===== src/sv/text_to_unsigned_radix_parser_core_defines.svh =====
// assertion macros for the radix text parser core
// no dependencies; included by the top level only
`ifndef TEXT_TO_UNSIGNED_RADIX_PARSER_CORE_DEFINES_SVH
`define TEXT_TO_UNSIGNED_RADIX_PARSER_CORE_DEFINES_SVH

// antecedent implies consequent in the same cycle
`define TTURP_ASSERT_NOW(lbl, clk, rstn, ante, cons, msg) \
    lbl: assert property (@(posedge clk) disable iff (!(rstn)) (ante) |-> (cons)) \
        else $error(msg);

// antecedent implies consequent in the next cycle
`define TTURP_ASSERT_NEXT(lbl, clk, rstn, ante, cons, msg) \
    lbl: assert property (@(posedge clk) disable iff (!(rstn)) (ante) |=> (cons)) \
        else $error(msg);

`endif


===== src/sv/tturp_pkg.sv =====
// types, codes and helpers for the radix text parser core
// no dependencies; imported by text_to_unsigned_radix_parser_core
`timescale 1ns / 1ps
`default_nettype none

package tturp_pkg;

    localparam int VALUE_W  = 32;
    localparam int RADIX_W  = 5;
    localparam int CHAR_W   = 8;
    localparam int STATUS_W = 2;
    localparam int PADDR_W  = 2;
    localparam int PDATA_W  = 32;
    localparam int DIGIT_W  = 4;
    localparam int PROD_W   = VALUE_W + RADIX_W;

    localparam logic [RADIX_W-1:0] RADIX_RESET = 5'd10;
    localparam logic [RADIX_W-1:0] RADIX_MIN   = 5'd2;
    localparam logic [RADIX_W-1:0] RADIX_MAX   = 5'd16;

    localparam logic [PADDR_W-1:0] ADDR_RADIX = 2'd0;

    localparam logic [CHAR_W-1:0] SPACE_CODE = 8'h20;
    localparam logic [CHAR_W-1:0] CHAR_0     = 8'h30;
    localparam logic [CHAR_W-1:0] CHAR_9     = 8'h39;
    localparam logic [CHAR_W-1:0] CHAR_UA    = 8'h41;
    localparam logic [CHAR_W-1:0] CHAR_UF    = 8'h46;
    localparam logic [CHAR_W-1:0] CHAR_LA    = 8'h61;
    localparam logic [CHAR_W-1:0] CHAR_LF    = 8'h66;

    localparam logic [STATUS_W-1:0] ST_OK    = 2'd0;
    localparam logic [STATUS_W-1:0] ST_INVAL = 2'd1;
    localparam logic [STATUS_W-1:0] ST_OVF   = 2'd2;

    typedef enum logic [2:0] {
        PH_LEAD  = 3'b001,
        PH_DIGIT = 3'b010,
        PH_TRAIL = 3'b100
    } phase_t;

    typedef struct packed {
        logic [CHAR_W-1:0] ch;
        logic              has_char;
        logic              last;
    } in_word_t;

    typedef struct packed {
        logic [VALUE_W-1:0]  value;
        logic [STATUS_W-1:0] status;
    } out_word_t;

    typedef struct packed {
        logic               ok;
        logic [DIGIT_W-1:0] val;
    } digit_t;

    // hex digit decode, ok is low for anything that is not 0-9, A-F, a-f
    function automatic digit_t decode_digit(input logic [CHAR_W-1:0] ch);
        digit_t d;
        logic [CHAR_W-1:0] diff;
        d    = '{ok: 1'b0, val: '0};
        diff = '0;
        unique if (ch >= CHAR_0 && ch <= CHAR_9) begin
            diff = ch - CHAR_0;
            d    = '{ok: 1'b1, val: diff[DIGIT_W-1:0]};
        end else if (ch >= CHAR_UA && ch <= CHAR_UF) begin
            diff = ch - CHAR_UA + 8'd10;
            d    = '{ok: 1'b1, val: diff[DIGIT_W-1:0]};
        end else if (ch >= CHAR_LA && ch <= CHAR_LF) begin
            diff = ch - CHAR_LA + 8'd10;
            d    = '{ok: 1'b1, val: diff[DIGIT_W-1:0]};
        end else begin
            d    = '{ok: 1'b0, val: '0};
        end
        return d;
    endfunction

endpackage

`default_nettype wire


===== src/sv/text_to_unsigned_radix_parser_core.sv =====
// radix text parser core: one character per word in, one value and status per string out
// depends on tturp_pkg and text_to_unsigned_radix_parser_core_defines.svh
//
// channel  | dir | handshake         | payload
// ---------+-----+-------------------+------------------------------------
// s_       | in  | s_valid / s_ready | in_word_t  {ch, has_char, last}
// m_       | out | m_valid / m_ready | out_word_t {value, status}
// apb      | in  | psel/penable      | radix at byte address 0
//
// one word per cycle sustained, apart from the last-word stall below; a word is held in the input register
// and a last word's result is then registered in the output register
// the critical path is the 32x5 multiply by the base plus the digit add and overflow test
// aresetn (synchronous) clears valids, phase, accumulator, error and radix (to 10)
// a last word waits in the input register only while the output register holds
// an untaken result; other words never stall
`timescale 1ns / 1ps
`default_nettype none
`include "text_to_unsigned_radix_parser_core_defines.svh"

module text_to_unsigned_radix_parser_core
    import tturp_pkg::*;
(
    input  wire logic                aclk,
    input  wire logic                aresetn,

    input  wire logic                s_valid,
    output      logic                s_ready,
    input  wire in_word_t            s_data,

    output      logic                m_valid,
    input  wire logic                m_ready,
    output      out_word_t           m_data,

    input  wire logic                psel,
    input  wire logic                penable,
    input  wire logic                pwrite,
    input  wire logic [PADDR_W-1:0]  paddr,
    input  wire logic [PDATA_W-1:0]  pwdata,
    output      logic [PDATA_W-1:0]  prdata,
    output      logic                pready
);

    logic [RADIX_W-1:0]  radix_reg;
    logic                in_valid_reg;
    in_word_t            in_word_reg;
    phase_t              phase_reg, phase_next;
    logic [VALUE_W-1:0]  acc_reg, acc_next;
    logic [STATUS_W-1:0] err_reg, err_next;
    logic                out_valid_reg;
    out_word_t           out_word_reg, out_word_next;

    logic                advance;
    logic                radix_ok;
    logic                is_space;
    digit_t              dig;
    logic                dig_ok;
    logic [PROD_W-1:0]   prod;
    logic [STATUS_W-1:0] final_status;

    // config port
    assign pready = 1'b1;
    assign prdata = {{(PDATA_W-RADIX_W){1'b0}}, radix_reg};

    always_ff @(posedge aclk) begin
        if (!aresetn) begin
            radix_reg <= RADIX_RESET;
        end else if (psel && penable && pwrite && paddr == ADDR_RADIX) begin
            radix_reg <= pwdata[RADIX_W-1:0];
        end
    end

    // handshakes
    assign advance = in_valid_reg && (!in_word_reg.last || !out_valid_reg || m_ready);
    assign s_ready = !in_valid_reg || advance;
    assign m_valid = out_valid_reg;
    assign m_data  = out_word_reg;

    always_ff @(posedge aclk) begin
        if (!aresetn) begin
            in_valid_reg <= 1'b0;
        end else if (s_ready) begin
            in_valid_reg <= s_valid;
        end
    end

    always_ff @(posedge aclk) begin
        if (s_ready && s_valid) begin
            in_word_reg <= s_data;
        end
    end

    // per-character update
    assign radix_ok = radix_reg >= RADIX_MIN && radix_reg <= RADIX_MAX;
    assign is_space = in_word_reg.ch == SPACE_CODE;
    assign dig      = decode_digit(in_word_reg.ch);
    assign dig_ok   = dig.ok && {1'b0, dig.val} < radix_reg;
    assign prod     = PROD_W'(acc_reg) * PROD_W'(radix_reg) + PROD_W'(dig.val);

    always_comb begin
        phase_next    = phase_reg;
        acc_next      = acc_reg;
        err_next      = err_reg;
        final_status  = ST_OK;
        out_word_next = '{value: '0, status: ST_OK};

        if (in_word_reg.has_char && err_reg == ST_OK) begin
            if (!radix_ok) begin
                err_next = ST_INVAL;
            end else begin
                unique case (phase_reg)
                    PH_LEAD, PH_DIGIT: begin
                        if (is_space) begin
                            phase_next = (phase_reg == PH_LEAD) ? PH_LEAD : PH_TRAIL;
                        end else begin
                            phase_next = PH_DIGIT;
                            if (!dig_ok) begin
                                err_next = ST_INVAL;
                            end else if (prod[PROD_W-1:VALUE_W] != '0) begin
                                err_next = ST_OVF;
                            end else begin
                                acc_next = prod[VALUE_W-1:0];
                            end
                        end
                    end
                    PH_TRAIL: begin
                        if (!is_space) begin
                            err_next = ST_INVAL;
                        end
                    end
                    default: begin
                        err_next = ST_INVAL;
                    end
                endcase
            end
        end

        // end of string
        if (in_word_reg.last) begin
            final_status = (err_next == ST_OK && !radix_ok) ? ST_INVAL : err_next;
            out_word_next.status = final_status;
            out_word_next.value  = (final_status == ST_OK) ? acc_next : '0;
            phase_next = PH_LEAD;
            acc_next   = '0;
            err_next   = ST_OK;
        end
    end

    always_ff @(posedge aclk) begin
        if (!aresetn) begin
            phase_reg <= PH_LEAD;
            acc_reg   <= '0;
            err_reg   <= ST_OK;
        end else if (advance) begin
            phase_reg <= phase_next;
            acc_reg   <= acc_next;
            err_reg   <= err_next;
        end
    end

    always_ff @(posedge aclk) begin
        if (!aresetn) begin
            out_valid_reg <= 1'b0;
        end else if (advance && in_word_reg.last) begin
            out_valid_reg <= 1'b1;
        end else if (m_ready) begin
            out_valid_reg <= 1'b0;
        end
    end

    always_ff @(posedge aclk) begin
        if (advance && in_word_reg.last) begin
            out_word_reg <= out_word_next;
        end
    end

    // checks
    `TTURP_ASSERT_NOW(a_err_value_zero, aclk, aresetn,
        out_valid_reg && out_word_reg.status != ST_OK, out_word_reg.value == '0,
        "result with error status carries a nonzero value")
    `TTURP_ASSERT_NOW(a_status_code, aclk, aresetn,
        out_valid_reg, out_word_reg.status <= ST_OVF, "undefined status code")
    `TTURP_ASSERT_NEXT(a_last_gives_result, aclk, aresetn,
        advance && in_word_reg.last, out_valid_reg,
        "string end did not produce a result")
    `TTURP_ASSERT_NEXT(a_last_clears_state, aclk, aresetn,
        advance && in_word_reg.last,
        phase_reg == PH_LEAD && acc_reg == '0 && err_reg == ST_OK,
        "parser state not cleared after string end")

endmodule

`default_nettype wire


===== config.mk =====
export PLATFORM = sky130hd
export DESIGN_NAME = text_to_unsigned_radix_parser_core
export DESIGN_NICKNAME = d
export VERILOG_FILES = /design/src/sv/tturp_pkg.sv /design/src/sv/text_to_unsigned_radix_parser_core.sv
export VERILOG_INCLUDE_DIRS = /design/src /design/src/sv
export SDC_FILE = /design/constraint.sdc
export NUM_CORES = 1
export LEC_CHECK = 0
export BUFFER_PORTS_ARGS = -buffer_cell sky130_fd_sc_hd__buf_2
export CAP_MARGIN = 20
export CORE_AREA = 2 2 159 161
export DETAILED_ROUTE_END_ITERATION = 7
export DIE_AREA = 0 0 161 163
export PLACE_DENSITY = 0.63
export SLEW_MARGIN = 20
export SYNTH_ARGS = -nofsm -noshare
export SYNTH_HDL_FRONTEND = slang
export SYNTH_SLANG_ARGS = --single-unit

===== constraint.sdc =====
create_clock -name aclk -period 8.1 [get_ports aclk]
set_clock_uncertainty 0.2 [all_clocks]
set_input_delay 0.405 -clock aclk [delete_from_list [all_inputs] [get_ports aclk]]
set_output_delay 0.405 -clock aclk [all_outputs]
set_load 0.05 [all_outputs]

==> results of run 1 <==
==> power by group <==
group	internal [uW]	switching, uW	leakage [uW]
Combinational	19.7	78.9	0.00394
Clock	218	226	0.000143
Sequential	474	5.88	0.000777
==> cell usage in the layout, fill, tap and decap left out, types with 9 or more instances in the layout <==
master / count
sky130_fd_sc_hd__xor2_1: 12
sky130_fd_sc_hd__nand3_1: 39
sky130_fd_sc_hd__nand2_1: 130
sky130_fd_sc_hd__edfxtp_1: 44
sky130_fd_sc_hd__inv_1: 95
sky130_fd_sc_hd__dfxtp_1: 44
sky130_fd_sc_hd__xnor2_1: 16
sky130_fd_sc_hd__o211ai_1: 9
sky130_fd_sc_hd__and2_1: 78
sky130_fd_sc_hd__buf_2: 64
sky130_fd_sc_hd__clkbuf_16: 9
sky130_fd_sc_hd__a21o_1: 9
sky130_fd_sc_hd__nor3_1: 10
sky130_fd_sc_hd__nor2_1: 41
sky130_fd_sc_hd__a22o_1: 31
sky130_fd_sc_hd__fa_1: 94
sky130_fd_sc_hd__dlygate4sd3_1: 9
sky130_fd_sc_hd__nand4_1: 13
sky130_fd_sc_hd__ha_1: 80
sky130_fd_sc_hd__a21oi_1: 80
sky130_fd_sc_hd__o21ai_0: 54
sky130_fd_sc_hd__buf_4: 11
sky130_fd_sc_hd__conb_1: 28
==> through the flow <==
stage                     utilization [%]  setup slack (ns)
final                                42.4              1.35
after global routing                 42.4             0.897
after CTS                            42.3              1.35
after detailed placement             40.8              1.41
after global placement               40.8              1.45
after floorplan                         -              2.19
==> cell type report <==
cell class,count,area (sq um)
clock buffers,9,225
clock inverters,7,72.6
fillers,2496,14200
inverters,95,357
multi-input cells,831,6700
flip-flops and latches,88,2200
well taps,330,413
repair buffers,84,493
==> worst max-delay path, cell delays in order (launching register included) <==
cell and delay [ns]:
sky130_fd_sc_hd__edfxtp_1 0.44, sky130_fd_sc_hd__inv_1 0.14, sky130_fd_sc_hd__ha_1 0.18, sky130_fd_sc_hd__or3b_1 0.34, sky130_fd_sc_hd__and4_4 0.21, sky130_fd_sc_hd__or2_2 0.29, sky130_fd_sc_hd__o21a_1 0.14, sky130_fd_sc_hd__inv_1 0.08
sky130_fd_sc_hd__fa_1 0.39, sky130_fd_sc_hd__inv_1 0.07, sky130_fd_sc_hd__ha_1 0.24, sky130_fd_sc_hd__fa_1 0.59, sky130_fd_sc_hd__inv_1 0.07, sky130_fd_sc_hd__fa_1 0.45, sky130_fd_sc_hd__nor2b_1 0.17, sky130_fd_sc_hd__o2111ai_1 0.26
sky130_fd_sc_hd__a211o_1 0.38, sky130_fd_sc_hd__a21boi_0 0.30, sky130_fd_sc_hd__or3_1 0.17, sky130_fd_sc_hd__nand3_1 0.15, sky130_fd_sc_hd__and4_1 0.25, sky130_fd_sc_hd__a31oi_4 0.87, sky130_fd_sc_hd__a22o_1 0.27
==> timing repair <==
action / CTS / global route
hold buffers: 8 / 1
setup buffers: 0 / 0
hold endpoints to repair: 8 / 1
==> per-layer routing <==
layer / vias to the layer above / wire length [um]
met4: 0 / 534
met5: - / 0
met2: 190 / 11300
met1: 3835 / 11200
met3: 34 / 1050
li1: 3700 / -
==> worst max-delay path by stage <==
| stage | startpoint | end | cells after the start |
|---|---|---|---|
| finish | in_word_reg[2] | acc_reg[16] | 22 |
| global placement | in_word_reg[2] | acc_reg[27] | 22 |
| CTS | in_word_reg[2] | acc_reg[16] | 22 |
| global route | in_word_reg[2] | acc_reg[11] | 23 |
| floorplan | radix_reg[4] | m_data[5] | 18 |
| detailed placement | in_word_reg[2] | acc_reg[16] | 22 |
==> cells by family after synthesis <==
logic type      Yosys count  share of synthesized area (%)
fa+ha+maj               174                           29.8
buf+inv                 180                           9.05
other cells               2                         0.0776
mux                       7                          0.776
compound gates          243                           16.3
flops                    88                           22.8
simple gates            351                           18.8
xor+xnor                 28                           2.53
==> Implementation_results.wiki, run 1 <==
{| class="wikitable"
! Metric !! Value
|-
| Area inside the core boundary || 24700 sq um
|-
| Number of buffers created by CTS || 9
|-
| Relative slew slack || 28.0%
|-
| Maximum clock frequency || 148 MHz
|-
| Count of port buffers added during placement || 64
|-
| Setup crit end kind || flop
|-
| Aggregate global-route resource usage || 19.0%
|-
| Global-route met3 utilization || 2.70%
|-
| Final setup violation count || 0
|-
| Die boundary width || 161 um
|-
| Post-synthesis cell area || 9680 sq um
|-
| Unique cell type count in the Yosys netlist || 75
|-
| Max Fanout on Critical Path || 31
|-
| Total DRC errors in the routed layout || 0
|-
| Total routed wirelength || 24000 um
|-
| Max Cap Viol || 0
|-
| GRT Max-Usage Layer || met2
|-
| Detailed-routing iteration count for the pre-antenna-repair pass || 5
|-
| Number of flip-flops in the largest register || 34
|-
| Count of flip-flops with a built-in enable after synthesis || 44
|-
| Dominant cell by count in the synthesized netlist || sky130_fd_sc_hd__nand2_1
|-
| Number of violations reported at the end of detailed-routing iteration 0 || 579
|-
| H-tree lvl count || 3
|-
| Worst Path Class, Setup || flop to flop
|-
| Non-filler cells, final || 1444
|-
| Synth Area per Inst || 9.02 sq um
|-
| Maximum number of buffers from clock root to sink || 2
|-
| Endpoint of the worst register-to-register path || acc_reg[16]
|-
| Proportion of synthesized flip-flops having asynchronous set or reset || 0%
|-
| Pin count of the biggest net entering global routing || 38
|-
| Endpoint, Worst Hold || in_word_reg[1]
|-
| Insertion delay of the later-clocked pin in the worst-skew pair || 0.37 ns
|-
| Congestion Overflow GR || 0
|-
| Power after layout || 1020 uW
|-
| Synth cell count leaders || sky130_fd_sc_hd__nand2_1 (130), sky130_fd_sc_hd__inv_1 (95), sky130_fd_sc_hd__fa_1 (94), sky130_fd_sc_hd__a21oi_1 (80), sky130_fd_sc_hd__ha_1 (80)
|-
| Worst voltage drop across the vdd grid || 0.0914 mV
|-
| Sequential area share after synthesis || 22.8%
|-
| Warning count from the yosys run || 0
|-
| Most used flip-flop cell after synthesis || sky130_fd_sc_hd__edfxtp_1
|-
| Avg Vias per Cell || 5.37
|-
| Final hold slack || 0.00934 ns
|-
| Worst endpoint data arrival time || 6.86 ns
|-
| Fin. max-slew vios || 0
|-
| Register bit total from synthesis || 88
|-
| Post-CTS sizing || 0
|-
| WL/cell || 16.7 um
|-
| Sink count of the clock tree || 88
|-
| Setup repair after global routing missed its margin || false
|-
| Synth area leaders || sky130_fd_sc_hd__fa_1 (19%), sky130_fd_sc_hd__edfxtp_1 (14%), sky130_fd_sc_hd__ha_1 (10%)
|-
| Number of nets in the layout || 1334
|-
| Vias in the first global route || 7873
|-
| Startpoint of the worst-slack reg-to-reg timing path || in_word_reg[2]
|-
| Die span in y || 163 um
|-
| Row Count || 58
|-
| Final Instance Area || 10500 sq um
|-
| Effective utilization at floorplan || 39.2%
|-
| Leak || 0.00487 uW
|-
| First-pass GRT wire length || 40100 um
|-
| Area post-placement || 10100 sq um
|-
| Startpoint of the worst hold path || s_data[1]
|-
| Area share of the largest cell type after synthesis || 19.4%
|-
| Actual transition at the worst max-transition pin || 1.08 ns
|-
| Total via count after detailed routing || 7759
|-
| Post-route antenna net violation count || 0
|-
| Reg2Reg Setup Slack || 1.35 ns
|-
| Sum Neg Setup Slack || 0 ns
|-
| Ant diodes || 0
|-
| CTS tree || built
|-
| Tmin final || 6.75 ns
|-
| Clock transition at path regs || 0.08 ns
|-
| Half-perimeter wire length after placement || 17700 um
|-
| Worst Hold Depth || 1
|-
| Post-Synthesis Cells || 1073
|-
| Number of antenna violations at the first check in global routing || 0
|-
| Type of the tightest min-delay check || primary input to flop
|-
| Library cell occupying the most area in the post-synthesis netlist || sky130_fd_sc_hd__fa_1
|-
| Final hold violation count || 0
|-
| Crit share post-route || 83.4%
|-
| Overall die area || 26200 sq um
|-
| Fraction of final layout cells with drive strength greater than 1 || 9.78%
|-
| Top Ports || 120
|-
| Met2 layer usage reported by global route || 31.7%
|-
| Depth of the worst register-to-register path || 22
|-
| Crit path launch type || flop
|-
| Weighted congestion at the end of routability-driven global placement || 0.866
|-
| Result of the run || finished, final reports clean
|-
| Power per cell area || 97.7 nW/um^2
|-
| Library cell used as clock root buffer || sky130_fd_sc_hd__clkbuf_16
|-
| Count of placed standard cells including taps || 1419
|-
| Area growth syn-to-layout || 8.10%
|-
| Met1 usage in global routing || 25.6%
|-
| WP data required || 8.21 ns
|}
(Power assumes the default switching activity.)
==> inputs of run 2 (changes only) <==
- ABC_AREA: default -> 1
- CORE_AREA: 2 2 159 161 -> 2 2 166 168
- DIE_AREA: 0 0 161 163 -> 0 0 168 170
- PLACE_DENSITY: 0.63 -> 0.65
- clock period: 8.1 -> 5.78 ns (I/O delays scaled with it)
==> run 2 against run 1 <==
  * Via count increased by 22%
  * Critical path depth increased by 11
  * Hold slack improved by 0.025 ns
  * Design area increased by 15%
  * Sequential share of layout area decreased by 2.7 points
  * First-iteration DRC count decreased by 1.4%
  * Die area increased by 8.8%
  * Utilization increased by 2.6 points
  * Register-to-register slack got worse by 1.1 ns
  * Sequential cell count unchanged
  * Non-clock buffer count increased by 39
  * Largest cell class unchanged
  * Highest routed layer unchanged
==> Implementation_results.wiki, run 2 <==
{| class="wikitable"
! Metric !! Value
|-
| Result of the run || finished, final reports clean
|-
| Power per cell area || 125 nW/um^2 (+28%)
|-
| CTS tree || built
|-
| Clock transition at path regs || 0.07 ns (about the same)
|-
| Most used cell, CP || sky130_fd_sc_hd__nand2_1
|-
| Library cell used as clock root buffer || sky130_fd_sc_hd__clkbuf_16
|-
| Library cell occupying the most area in the post-synthesis netlist || sky130_fd_sc_hd__fa_1
|-
| Vias in the first global route || 9158 (+16%)
|-
| Most frequent standard cell in the layout excluding fill and tap cells || sky130_fd_sc_hd__nand2_1
|-
| Worst endpoint data arrival time || 5.54 ns (-1.32 ns)
|-
| Type of the tightest min-delay check || primary input to flop
|-
| Number of antenna violations at the first check in global routing || 0 (unchanged)
|-
| Fraction of final layout cells with drive strength greater than 1 || 12.4% (+2.6 points)
|-
| Overall die area || 28600 sq um (+8.8%)
|-
| H-tree lvl count || 3 (unchanged)
|-
| Synth cell count leaders || sky130_fd_sc_hd__nand2_1 (498), sky130_fd_sc_hd__inv_1 (312), sky130_fd_sc_hd__fa_1 (94), sky130_fd_sc_hd__a21oi_1 (81), sky130_fd_sc_hd__ha_1 (80)
|-
| Setup crit end kind || flop
|-
| Most used flip-flop cell after synthesis || sky130_fd_sc_hd__edfxtp_1
|-
| Sum Neg Setup Slack || 0 ns (unchanged)
|-
| Slowest CP cell || sky130_fd_sc_hd__fa_1
|-
| Post-synthesis cell area || 10600 sq um (+9.4%)
|-
| Fin. max-slew vios || 0 (unchanged)
|-
| Commonest cells after routing, fill and taps aside || sky130_fd_sc_hd__nand2_1 (491), sky130_fd_sc_hd__inv_1 (312), sky130_fd_sc_hd__fa_1 (93), sky130_fd_sc_hd__a21oi_1 (81), sky130_fd_sc_hd__ha_1 (79)
|-
| GRT Max-Usage Layer || met2
|-
| Synth Area per Inst || 7.06 sq um (-22%)
|-
| Die boundary width || 168 um (+4.3%)
|-
| Number of nets in the layout || 1808 (+36%)
|-
| Tmin final || 5.52 ns (-1.23 ns)
|-
| Synth area leaders || sky130_fd_sc_hd__fa_1 (18%), sky130_fd_sc_hd__nand2_1 (18%), sky130_fd_sc_hd__edfxtp_1 (12%)
|-
| Area post-placement || 11400 sq um (+13%)
|-
| Setup repair after global routing missed its margin || false
|-
| Total routed wirelength || 28700 um (+19%)
|-
| Die span in y || 170 um (+4.3%)
|-
| Crit share post-route || 95.5% (+12 points)
|-
| Max Fanout on Critical Path || 6 (-81%)
|-
| Number of flip-flops in the largest register || 34 (unchanged)
|-
| Crit-path max cell delay || 0.53 ns (-0.34 ns)
|-
| Net switching share of the total power || 30.1% (-0.31 points)
|-
| Number of violations reported at the end of detailed-routing iteration 0 || 571 (-1.4%)
|-
| Total DRC errors in the routed layout || 0 (unchanged)
|-
| Maximum clock frequency || 181 MHz (+22%)
|-
| Area inside the core boundary || 26700 sq um (+8.0%)
|-
| Top Ports || 120 (unchanged)
|-
| P_sw || 449 uW (+45%)
|-
| Final hold violation count || 0 (unchanged)
|-
| Number of buffers created by CTS || 9 (unchanged)
|-
| Row Count || 60 (+3.4%)
|-
| Worst Path Class, Setup || flop to flop
|-
| Leak || 0.00681 uW (+40%)
|-
| Met1 usage in global routing || 26.4% (+0.80 points)
|-
| Final hold slack || 0.0347 ns (+0.0253 ns)
|-
| Avg Vias per Cell || 4.92 (-8.5%)
|-
| WL/cell || 14.9 um (-11%)
|-
| Setup slack at placement || 0.143 ns (-1.26 ns)
|-
| Pin count of the biggest net entering global routing || 37 (-2.6%)
|-
| Worst voltage drop across the vdd grid || 0.140 mV (+53%)
|-
| Dominant cell by count in the synthesized netlist || sky130_fd_sc_hd__nand2_1
|-
| Unique cell type count in the Yosys netlist || 42 (-44%)
|-
| Insertion delay of the later-clocked pin in the worst-skew pair || 0.35 ns (-0.02 ns)
|-
| Crit path launch type || flop
|-
| Ant diodes || 0 (unchanged)
|-
| Register bit total from synthesis || 88 (unchanged)
|-
| Gate power share || 13.9% (+4.2 points)
|-
| Final Instance Area || 12000 sq um (+15%)
|-
| Area share of the largest cell type after synthesis || 17.8% (-1.7 points)
|-
| Final setup violation count || 0 (unchanged)
|-
| Aggregate global-route resource usage || 20.1% (+1.0 points)
|-
| Finished Core Util || 44.9% (+2.6 points)
|-
| Post-route antenna net violation count || 0 (unchanged)
|-
| Post-Synthesis Cells || 1498 (+40%)
|-
| Proportion of synthesized flip-flops having asynchronous set or reset || 0% (unchanged)
|-
| Clock share of power || 40.8% (-2.6 points)
|-
| Warning count from the yosys run || 0 (unchanged)
|-
| Sink count of the clock tree || 88 (unchanged)
|-
| Weighted congestion at the end of routability-driven global placement || 0.954 (+10%)
|-
| Count of port buffers added during placement || 64 (unchanged)
|-
| Count of flip-flops with a built-in enable after synthesis || 44 (unchanged)
|-
| WP data required || 5.80 ns (-2.41 ns)
|-
| Sequential area share after synthesis || 20.8% (-2.0 points)
|-
| First-pass GRT wire length || 45800 um (+14%)
|-
| Internal power || 1040 uW (+47%)
|-
| Maximum number of buffers from clock root to sink || 2 (unchanged)
|-
| Relative slew slack || 37.3% (+9.3 points)
|-
| Total via count after detailed routing || 9489 (+22%)
|-
| Effective utilization at floorplan || 39.7% (+0.49 points)
|-
| Worst setup margin || 0.259 ns (-1.09 ns)
|-
| Detailed-routing iteration count for the pre-antenna-repair pass || 7 (+2)
|-
| Relative contribution of sequential cells to total power || 45.3% (-1.6 points)
|-
| Max Cap Viol || 0 (unchanged)
|-
| Met2 layer usage reported by global route || 35.4% (+3.7 points)
|-
| Area growth syn-to-layout || 13.2%
|-
| Congestion Overflow GR || 0 (unchanged)
|-
| Actual transition at the worst max-transition pin || 0.939 ns (-0.137 ns)
|-
| Half-perimeter wire length after placement || 22100 um (+25%)
|-
| Global-route met3 utilization || 2.21% (-0.49 points)
|}
[run 2: cell count changes in the layout (fill, tap and decap cells not counted), sizes merged, moves of 8 or more]
cell / delta
nand2: +377
inv: +220
and2: -78
nor2: +52
o21ai: -39
a22o: -31
buf: +31
nand4: +23
xnor2: -11
a21o: -8
o211ai: -8
[run 2: routing by layer]
layer	up-vias	share of wire, %
li1	4666	-
met1	4574	45
met2	216	49
met3	33	4.4
met4	0	1.5
met5	-	0
[run 2: worst max-delay path, delay by kind of cell (launching register included)]
kind                       cells  cell delay (ns)
AOI/OAI and AO/OA              3             0.36
buffers and inverters          8             0.93
DFF                            1             0.44
adders and majority gates      5             1.78
and+or+nand+nor               17             1.64
[run 2: metrics by stage]
step,power (uW),instances
finish,1490,1929
global route,1540,1929
CTS,1480,1919
detailed placement,873,1889
global placement,871,1889
floorplan,838,1524
[run 2: kinds of logic after synthesis]
group / count (synthesis) / synth area share, %
adders and majority gates: 174 / 27.2
DFF: 88 / 20.8
AOI/OAI and AO/OA: 111 / 5.66
other: 2 / 0.0710
and+or+nand+nor: 709 / 29.0
buffers and inverters: 393 / 15.4
xor gates and xnor gates: 21 / 1.74
[run 2: power groups by stage]
| stage | Combinational (uW) | Clock, uW | Sequential, uW |
|---|---|---|---|
| 2_1_floorplan | 123 | 0 | 715 |
| 3_3_place_gp | 180 | 0 | 691 |
| 3_5_place_dp | 182 | 0 | 691 |
| 4_1_cts | 190 | 618 | 677 |
| 5_1_grt | 220 | 641 | 678 |
| 6_report | 208 | 609 | 676 |
[run 2: worst paths after layout]
kind	depth (start not counted)	to	slack, ns	from
setup / recovery	33	m_data[28]	0.26	in_word_reg[2]
hold / removal	3	radix_reg[4]	0.03	pwdata[4]
setup reg to reg	33	m_data[28]	0.26	in_word_reg[2]
hold reg to reg	2	phase_reg[2]	0.30	phase_reg[2]
[run 2: layout make-up]
type,instances,area (sq um)
Inverter,318,1190
Clock inverter,6,46.3
Tap cell,341,427
Sequential cell,88,2200
Fill cell,2684,14700
Clock buffer,10,250
Timing Repair Buffer,123,970
Multi-Input combinational cell,1043,6890
[run 2: timing repair]
| item | in CTS | in global routing |
|---|---|---|
| endpoints found under the hold margin | 14 | 0 |
| setup buffers | 0 | 6 |
| gates resized for setup | 0 | 16 |
| hold buffers | 14 | 0 |
| endpoints found under the setup margin | 0 | 65 |
==> inputs of run 3 (changes only) <==
- PLACE_DENSITY: 0.65 -> default
- PLACE_DENSITY_LB_ADDON: default -> 0.15
==> run 3 against run 2 <==
  * Design area down 0.69%
  * Critical path depth down 2
  * Clock power up 3.3%
  * Critical endpoint is now m_data[20]
  * Largest power group unchanged
==> Implementation_results.wiki, run 3 (same netlist as run 2, synthesis figures left out) <==
{| class="wikitable"
! Metric !! Value
|-
| Final hold violation count || 0 (unchanged)
|-
| First-pass GRT wire length || 46800 um (+2.2%)
|-
| Commonest cells after routing, fill and taps aside || sky130_fd_sc_hd__nand2_1 (491), sky130_fd_sc_hd__inv_1 (309), sky130_fd_sc_hd__fa_1 (94), sky130_fd_sc_hd__a21oi_1 (80), sky130_fd_sc_hd__ha_1 (80)
|-
| Area inside the core boundary || 26700 sq um (unchanged)
|-
| Final setup violation count || 0 (unchanged)
|-
| Total DRC errors in the routed layout || 0 (unchanged)
|-
| Overall die area || 28600 sq um (unchanged)
|-
| Count of placed standard cells including taps || 1881 (-0.42%)
|-
| WP data required || 5.79 ns (about the same)
|-
| Worst endpoint data arrival time || 5.46 ns (-0.08 ns)
|-
| Power per cell area || 126 nW/um^2 (+1.3%)
|-
| Fraction of final layout cells with drive strength greater than 1 || 12.0% (-0.43 points)
|-
| Reg2Reg Setup Slack || 0.33 ns (+0.07 ns)
|-
| Number of flip-flops in the largest register || 34 (unchanged)
|-
| Crit path launch type || flop
|-
| Weighted congestion at the end of routability-driven global placement || 0.929 (-2.6%)
|-
| Final hold slack || 0.0438 ns (+0.00917 ns)
|-
| Number of antenna violations at the first check in global routing || 0 (unchanged)
|-
| Worst Hold Depth || 2 (-1)
|-
| Sink count of the clock tree || 88 (unchanged)
|-
| Top Ports || 120 (unchanged)
|-
| Most used cell, CP || sky130_fd_sc_hd__nand2_1
|-
| Number of violations reported at the end of detailed-routing iteration 0 || 605 (+6.0%)
|-
| Post-route antenna net violation count || 0 (unchanged)
|-
| Insertion delay of the later-clocked pin in the worst-skew pair || 0.35 ns (about the same)
|-
| Total via count after detailed routing || 9222 (-2.8%)
|-
| Leak || 0.00676 uW (-0.69%)
|-
| Endpoint of the worst register-to-register path || m_data[20]
|-
| Die span in y || 170 um (unchanged)
|-
| Clock transition at path regs || 0.07 ns (about the same)
|-
| Relative slew slack || 38.0% (+0.71 points)
|-
| Crit-path max cell delay || 0.54 ns (about the same)
|-
| Crit share post-route || 94.3% (-1.2 points)
|-
| Worst Path Class, Setup || flop to flop
|-
| Pin count of the biggest net entering global routing || 37 (unchanged)
|-
| Effective utilization at floorplan || 39.7% (unchanged)
|-
| Aggregate global-route resource usage || 20.6% (+0.56 points)
|-
| Fin. max-slew vios || 0 (unchanged)
|-
| Die boundary width || 168 um (unchanged)
|-
| Setup crit end kind || flop
|-
| Maximum number of buffers from clock root to sink || 2 (unchanged)
|-
| Non-filler cells, final || 1919 (-0.52%)
|-
| Result of the run || finished, final reports clean
|-
| Half-perimeter wire length after placement || 22500 um (+1.8%)
|-
| Number of buffers created by CTS || 9 (unchanged)
|-
| Max Fanout on Critical Path || 18 (+12)
|-
| WL/cell || 15.1 um (+1.8%)
|-
| Tmin final || 5.45 ns (-0.0707 ns)
|-
| Total routed wirelength || 29100 um (+1.3%)
|-
| Ant diodes || 0 (unchanged)
|-
| Congestion Overflow GR || 0 (unchanged)
|-
| CTS tree || built
|-
| Row Count || 60 (unchanged)
|-
| Area growth syn-to-layout || 12.4%
|-
| Startpoint of the worst-slack reg-to-reg timing path || in_word_reg[2]
|-
| Depth of the worst register-to-register path || 31 (-6.1%)
|-
| Maximum clock frequency || 183 MHz (+1.3%)
|-
| H-tree lvl count || 3 (unchanged)
|-
| Worst voltage drop across the vdd grid || 0.124 mV (-11%)
|-
| Detailed-routing iteration count for the pre-antenna-repair pass || 5 (-2)
|-
| Avg Vias per Cell || 4.81 (-2.3%)
|-
| Actual transition at the worst max-transition pin || 0.928 ns (-0.0106 ns)
|-
| Number of nets in the layout || 1798 (-0.55%)
|-
| Count of port buffers added during placement || 64 (unchanged)
|-
| Startpoint of the worst hold path || aresetn
|-
| Most frequent standard cell in the layout excluding fill and tap cells || sky130_fd_sc_hd__nand2_1
|-
| Slowest CP cell || sky130_fd_sc_hd__fa_1
|-
| Max Cap Viol || 0 (unchanged)
|-
| Endpoint, Worst Hold || phase_reg[0]
|-
| Type of the tightest min-delay check || primary input to flop
|-
| Worst Setup SP || in_word_reg[2]
|-
| Library cell used as clock root buffer || sky130_fd_sc_hd__clkbuf_16
|-
| Vias in the first global route || 8842 (-3.5%)
|}
-- run 3: cell types whose count changed in the layout (fill, tap and decap cells not counted), sizes merged --
| cell | delta |
|---|---|
| clkbuf | -2 |
| clkinvlp | -2 |
| clkinv | +2 |
| buf | -9 |
| bufinv | +1 |
-- run 3: how the worst max path moves through the flow --
stage	slack, ns	depth (start not counted)	to
finish	0.33	31	m_data[20]
global route	-0.03	30	m_data[20]
CTS	0.05	33	m_data[13]
detailed placement	0.09	33	m_data[13]
global placement	0.15	33	m_data[32]
floorplan	0.66	33	m_data[33]
-- run 3: per-layer routing --
| layer | track usage (%) | share of wire [%] | vias up |
|---|---|---|---|
| met5 | 0 | 0 | - |
| met4 | 4.27 | 1.5 | 0 |
| met3 | 2.05 | 3.8 | 34 |
| met2 | 36.3 | 49 | 193 |
| met1 | 27.6 | 46 | 4346 |
| li1 | - | - | 4649 |
-- run 3: stage by stage --
step                      utilization, %  TNS [ns]  worst slack, ns  power, uW  cell area, sq um
after global placement              42.5         0            0.152        872             11300
after CTS                           44.2         0           0.0531       1510             11800
after detailed placement            42.5         0           0.0932        873             11300
after global routing                44.6    -0.216          -0.0337       1560             11900
after floorplan                        -         0            0.665        838             10700
final                               44.6         0            0.330       1500             11900
-- run 3: cell type report --
| cell class | count | area (sq um) |
|---|---|---|
| clock inverter | 7 | 88.8 |
| clock buffer | 9 | 225 |
| tap | 341 | 427 |
| fill | 2773 | 14800 |
| sequential | 88 | 2200 |
| multi-input combinational | 1043 | 6890 |
| inverter | 318 | 1190 |
| timing repair buffer | 113 | 871 |
-- run 3: timing repair --
action / in CTS / in global routing
endpoints found under the hold margin: 14 / 0
hold buffers: 14 / 0
setup buffers: 0 / 6
gates resized for setup: 0 / 14
endpoints found under the setup margin: 0 / 65
-- run 3: critical path, delay by kind of cell (launching register included) --
| kind | cells | cell delay, ns |
|---|---|---|
| fa+ha+maj | 5 | 1.80 |
| simple gates | 16 | 1.62 |
| buf+inv | 7 | 0.77 |
| compound gates | 3 | 0.52 |
| flops | 1 | 0.40 |
-- run 3: power by group --
group | total (uW) | switching [uW] | internal [uW] | leakage [uW]
combinational | 198 | 150 | 47.8 | 0.00585
clock | 629 | 284 | 346 | 0.000155
sequential | 676 | 8.82 | 667 | 0.000755
